--- config.mk ---
export PLATFORM = sky130hd
export DESIGN_NAME = msss_dp_cell
export DESIGN_NICKNAME = d
export VERILOG_FILES = /design/src/rtl/msss_pkg.sv /design/src/rtl/msss_dp_cell.sv
export SDC_FILE = /design/constraint.sdc
export NUM_CORES = 1
export LEC_CHECK = 0
export BUFFER_PORTS_ARGS = -buffer_cell sky130_fd_sc_hd__buf_4
export CAP_MARGIN = 10
export CELL_PAD_IN_SITES_DETAIL_PLACEMENT = 0
export CELL_PAD_IN_SITES_GLOBAL_PLACEMENT = 1
export CORE_MARGIN = 4
export CORE_UTILIZATION = 37
export DETAILED_ROUTE_END_ITERATION = 8
export PLACE_DENSITY = 0.81
export SETUP_SLACK_MARGIN = 0.1
export SLEW_MARGIN = 20
export SYNTH_ARGS = -nofsm -noshare
export SYNTH_HDL_FRONTEND = slang
export SYNTH_SLANG_ARGS = --single-unit
--- constraint.sdc ---
create_clock -name vclk -period 10.7
set_clock_uncertainty 0.15 [all_clocks]
set_input_delay 1.07 -clock vclk [all_inputs]
set_output_delay 1.07 -clock vclk [all_outputs]
set_load 0.01 [all_outputs]
--- src/rtl/msss_pkg.sv ---
// ----------------------------------------------------------------------------
// Minimum vertical seam search: shared types and constants
// Field widths, move and opcode encodings, sequencer states and the
// records used by the cost unit and the top level.
// ----------------------------------------------------------------------------
`default_nettype none

package msss_pkg;

	localparam int CostW    = 32;
	localparam int EnergyW  = 16;
	localparam int CfgW     = 10;
	localparam int RowOutW  = 9;
	localparam int ColOutW  = 9;
	localparam int InDataW  = 16;
	localparam int OutDataW = 24;

	localparam logic REG_FRAME_WIDTH  = 1'b0;
	localparam logic REG_FRAME_HEIGHT = 1'b1;

	typedef enum logic {
		OP_LOAD = 1'b0,
		OP_SEAM = 1'b1
	} op_t;

	typedef enum logic {
		PH_LOAD  = 1'b0,
		PH_TRACE = 1'b1
	} phase_t;

	typedef enum logic [1:0] {
		MV_UP    = 2'd0,
		MV_LEFT  = 2'd1,
		MV_RIGHT = 2'd2
	} move_t;

	typedef enum logic [2:0] {
		ST_IDLE,
		ST_COL0,
		ST_CALC,
		ST_TRACE,
		ST_DONE
	} state_t;

	typedef struct packed {
		logic [CostW-1:0] cost;
		move_t            mv;
	} dp_res_t;

	typedef struct packed {
		logic               valid_res;
		logic [RowOutW-1:0] seam_row;
		logic [ColOutW-1:0] seam_col;
		logic               last;
	} seam_res_t;

endpackage

`default_nettype wire

--- src/rtl/msss_dp_cell.sv ---
// ----------------------------------------------------------------------------
// Minimum vertical seam search: cost cell
// Picks the cheapest of the three upper neighbors and adds the cell energy
// with saturation; on the first row the cost is the cell energy alone.
// ----------------------------------------------------------------------------
`default_nettype none

module msss_dp_cell (
	input  wire logic [msss_pkg::CostW-1:0]   left,
	input  wire logic [msss_pkg::CostW-1:0]   mid,
	input  wire logic [msss_pkg::CostW-1:0]   right,
	input  wire logic                         left_ok,
	input  wire logic                         right_ok,
	input  wire logic                         first_row,
	input  wire logic [msss_pkg::EnergyW-1:0] energy,
	output msss_pkg::dp_res_t                 res
);

	import msss_pkg::*;

	logic [CostW-1:0] best;
	move_t            best_mv;
	logic [CostW:0]   sum;

	// Ties keep the center, then the left neighbor, then the right one.
	always_comb begin
		best    = mid;
		best_mv = MV_UP;
		if (left_ok && (left < best)) begin
			best    = left;
			best_mv = MV_LEFT;
		end
		if (right_ok && (right < best)) begin
			best    = right;
			best_mv = MV_RIGHT;
		end
	end

	assign sum = {1'b0, best} + (CostW+1)'(energy);

	always_comb begin
		if (first_row) begin
			res.cost = CostW'(energy);
			res.mv   = MV_UP;
		end else begin
			res.cost = sum[CostW] ? {CostW{1'b1}} : sum[CostW-1:0];
			res.mv   = best_mv;
		end
	end

endmodule

`default_nettype wire

==> flow_summary_export.csv <==
group,metric,value,unit
run_status,status,"finished, final reports clean",
global_routing,grt_use_total,24.1,%
yosys,yosysTopAreaCell,"ha_1",
yosys,synth-seq-area-share,0,%
clock_tree,cts_resized,0,
global_routing,grt_pass1_vias,5211,
timing,setup_viol,0,
clock_tree,holdBufCountCts,0,
final_layout,area_growth,29.2,%
worst_setup_path,cp.arrival,8.77,ns
yosys,syn_avg_cell_area,6.86,um^2
final_layout,antenna_cells,0,
final_layout,final_cells,902,
timing,tightestPinTransition,1.03,ns
timing,fin_setup_tns,0,ns
routing,ant_nets,0,
routing,drcViolationCount,0,
placement,place_area,5520,um^2
worst_setup_path,critical_path_required,9.48,ns
yosys,synthCells,624,
final_layout,fin_nets,955,
worst_setup_path,start_kind,"input port",
routing,drt_iter0_drc,317,
die,initial_core_util,37.6,%
routing,dr.pass1.iters,5,
die,dieWidth,116,um
final_layout,design_area,5530,um^2
timing,fin_crit_sh,93.4,%
die,row_count,39,
placement,port_buffers,149,
timing,relSlewSlack,31.0,%
worst_setup_path,cp_num_buf_inv,5,
timing,period_needed,9.99,ns
final_layout,clkbuf_count,0,
timing,finalHoldViolCount,0,
placement,gp_congestion,0.936,
worst_setup_path,path_class,"input port to primary output",
die,die_area,13300,um^2
routing,vias_per_cell,5.84,
power,power_switching,0.000205,W
power,swShare,55.0,%
hold_path,hold_class,"input port to primary output",
global_routing,grt_max_degree,44,
die,fp.dieH,116,um
final_layout,seq_cell_count,0,
timing,max_freq,100,MHz
routing,vias,5266,
die,core_area,11400,um^2
power,totalPowerFinal,0.000373,W
worst_setup_path,critPathCaptureType,"primary output",
power,irDropWorstVdd,0.0406,mV
placement,place_hpwl,14400,um
global_routing,antenna_found_initial,0,
routing,wirelength,16900,um
yosys,synth_top_area_share,22.8,%
timing,maxSlewViolCount,0,
final_layout,register_area,0,um^2
final_layout,layout-drive-gt1-share,23.7,%
power,p_int,0.000168,W
global_routing,grt-ovfl-total,0,
worst_setup_path,cp_top_family,"compound AO/OA/AOI/OAI gates",
worst_setup_path,cp_max_fo,30,
yosys,syn_area,4280,um^2
placement,dp.cells,902,
yosys,ys_top_cells_by_area,"ha_1 23%, mux2i_1 9.4%, a21oi_1 6.9%, nor2_1 4.9%, o21ai_0 4.2%",
clock_tree,cts_setup_buffers,0,
routing,wl_per_cell,18.8,um
flow_run,maxCapViolations,0,
power,comb_power_share,100.0,%
worst_setup_path,max_stage_delay,0.62,ns
power,cellPowerDensity,67.5,nW/um^2
yosys,syn_nets,818,
timing,rsz0062_at_grt,"false",
yosys,yosysWarningCount,0,
die,io_pins,149,
worst_setup_path,crit_slowest_cell,"a221oi_1",
power,leakage,2.64,nW
yosys,yosysUniqueCellTypes,64,
power,power_frac_seq,0,%
global_routing,grt_pass1_wl,26100,um
power,power_frac_clock,0,%
==> synthesized netlist by cell type (2+ instances only) <==
cell type and count:
a41oi_1 3, nor2_1 56, clkbuf_1 8, ha_1 78
mux2_2 7, nor4_1 7, o31a_1 5, nand3_1 24
a211oi_1 8, nand4_1 24, a31oi_1 15, a2111oi_0 3
nand2b_1 12, buf_6 4, buf_1 3, xor2_1 12
o22a_1 3, and3_1 6, mux2i_1 40, a22oi_1 2
or3_1 7, a21boi_0 2, buf_2 9, a21oi_1 59
nor3_1 21, a21o_1 11, o211ai_1 9, and2_1 2
nand2_1 46, o22ai_1 3, o21ai_0 36, o21a_1 4
nor2b_1 3, o311ai_0 2, xnor2_1 16, inv_1 46
==> stage by stage <==
stage / setup slack (ns) / hold slack, ns / util [%]
6_report: 0.711 / 2.30 / 48.6
5_1_grt: 0.229 / 2.32 / 48.6
4_1_cts: 0.625 / 2.31 / 48.6
3_5_place_dp: 0.687 / 2.31 / 48.6
3_3_place_gp: 0.809 / 2.30 / 48.6
2_1_floorplan: 1.54 / 2.12 / -
==> path summary, 6_finish.rpt <==
| kind | start | end | slack (ns) | depth (start not counted) |
|---|---|---|---|---|
| setup / recovery | mid[19] | res[32] | 0.71 | 31 |
| hold / removal | energy[13] | res[15] | 2.30 | 3 |
==> layout by cell type, fill, tap and decap left out, types with 3 or more instances in the layout <==
cell         n
mux2_2       7
a211oi_1     8
o21a_1       4
inv_1       46
xor2_1      12
and3_1       6
ha_1        78
a21o_1      11
nor2b_1      3
xnor2_1     16
or3_1        7
nor4_1       6
nand4_1     24
o31a_1       5
nand3_1     24
o22ai_1      3
nand2_1     46
buf_4      159
mux2i_1     40
o22a_1       3
a2111oi_0    3
nor3_1      21
nor2_1      56
nand2b_1    11
o21ai_0     36
a31oi_1     15
o211ai_1     9
a21oi_1     59
a41oi_1      3
==> logic make-up (layout without fill, tap and decap cells) <==
logic type               after synthesis  in the layout  share of synthesized area [%]
AND/OR/NAND/NOR                      217            217                           24.9
AO/OA/AOI/OAI                        182            182                           27.4
adder cells (fa/ha/maj)               79             79                           23.3
buffers and inverters                 70            205                           7.11
multiplexers                          48             48                           11.6
XOR/XNOR                              28             28                           5.73
==> final cells by class <==
class,instances,area (um^2)
fill,1194,5840
multi-input combinational,554,3980
timing repair buffer,159,1190
tap,143,179
inverter,46,173
==> per-layer routing <==
metal / up-vias / share of wire, % / GRT usage (%)
met2: 218 / 49 / 44.5
met4: 0 / 3.3 / 7.36
met3: 34 / 6.5 / 1.10
li1: 2615 / - / -
met1: 2399 / 41 / 30.1
met5: - / 0 / 0
==> power groups by stage <==
stage	Combinational, W	Clock (W)	Sequential [W]
after floorplan	0.000231	0	0
after CTS	0.000372	0	0
after global placement	0.000368	0	0
after global routing	0.000412	0	0
after detailed placement	0.000371	0	0
final	0.000373	0	0
No activity file was read; power rests on OpenSTA's default activity.
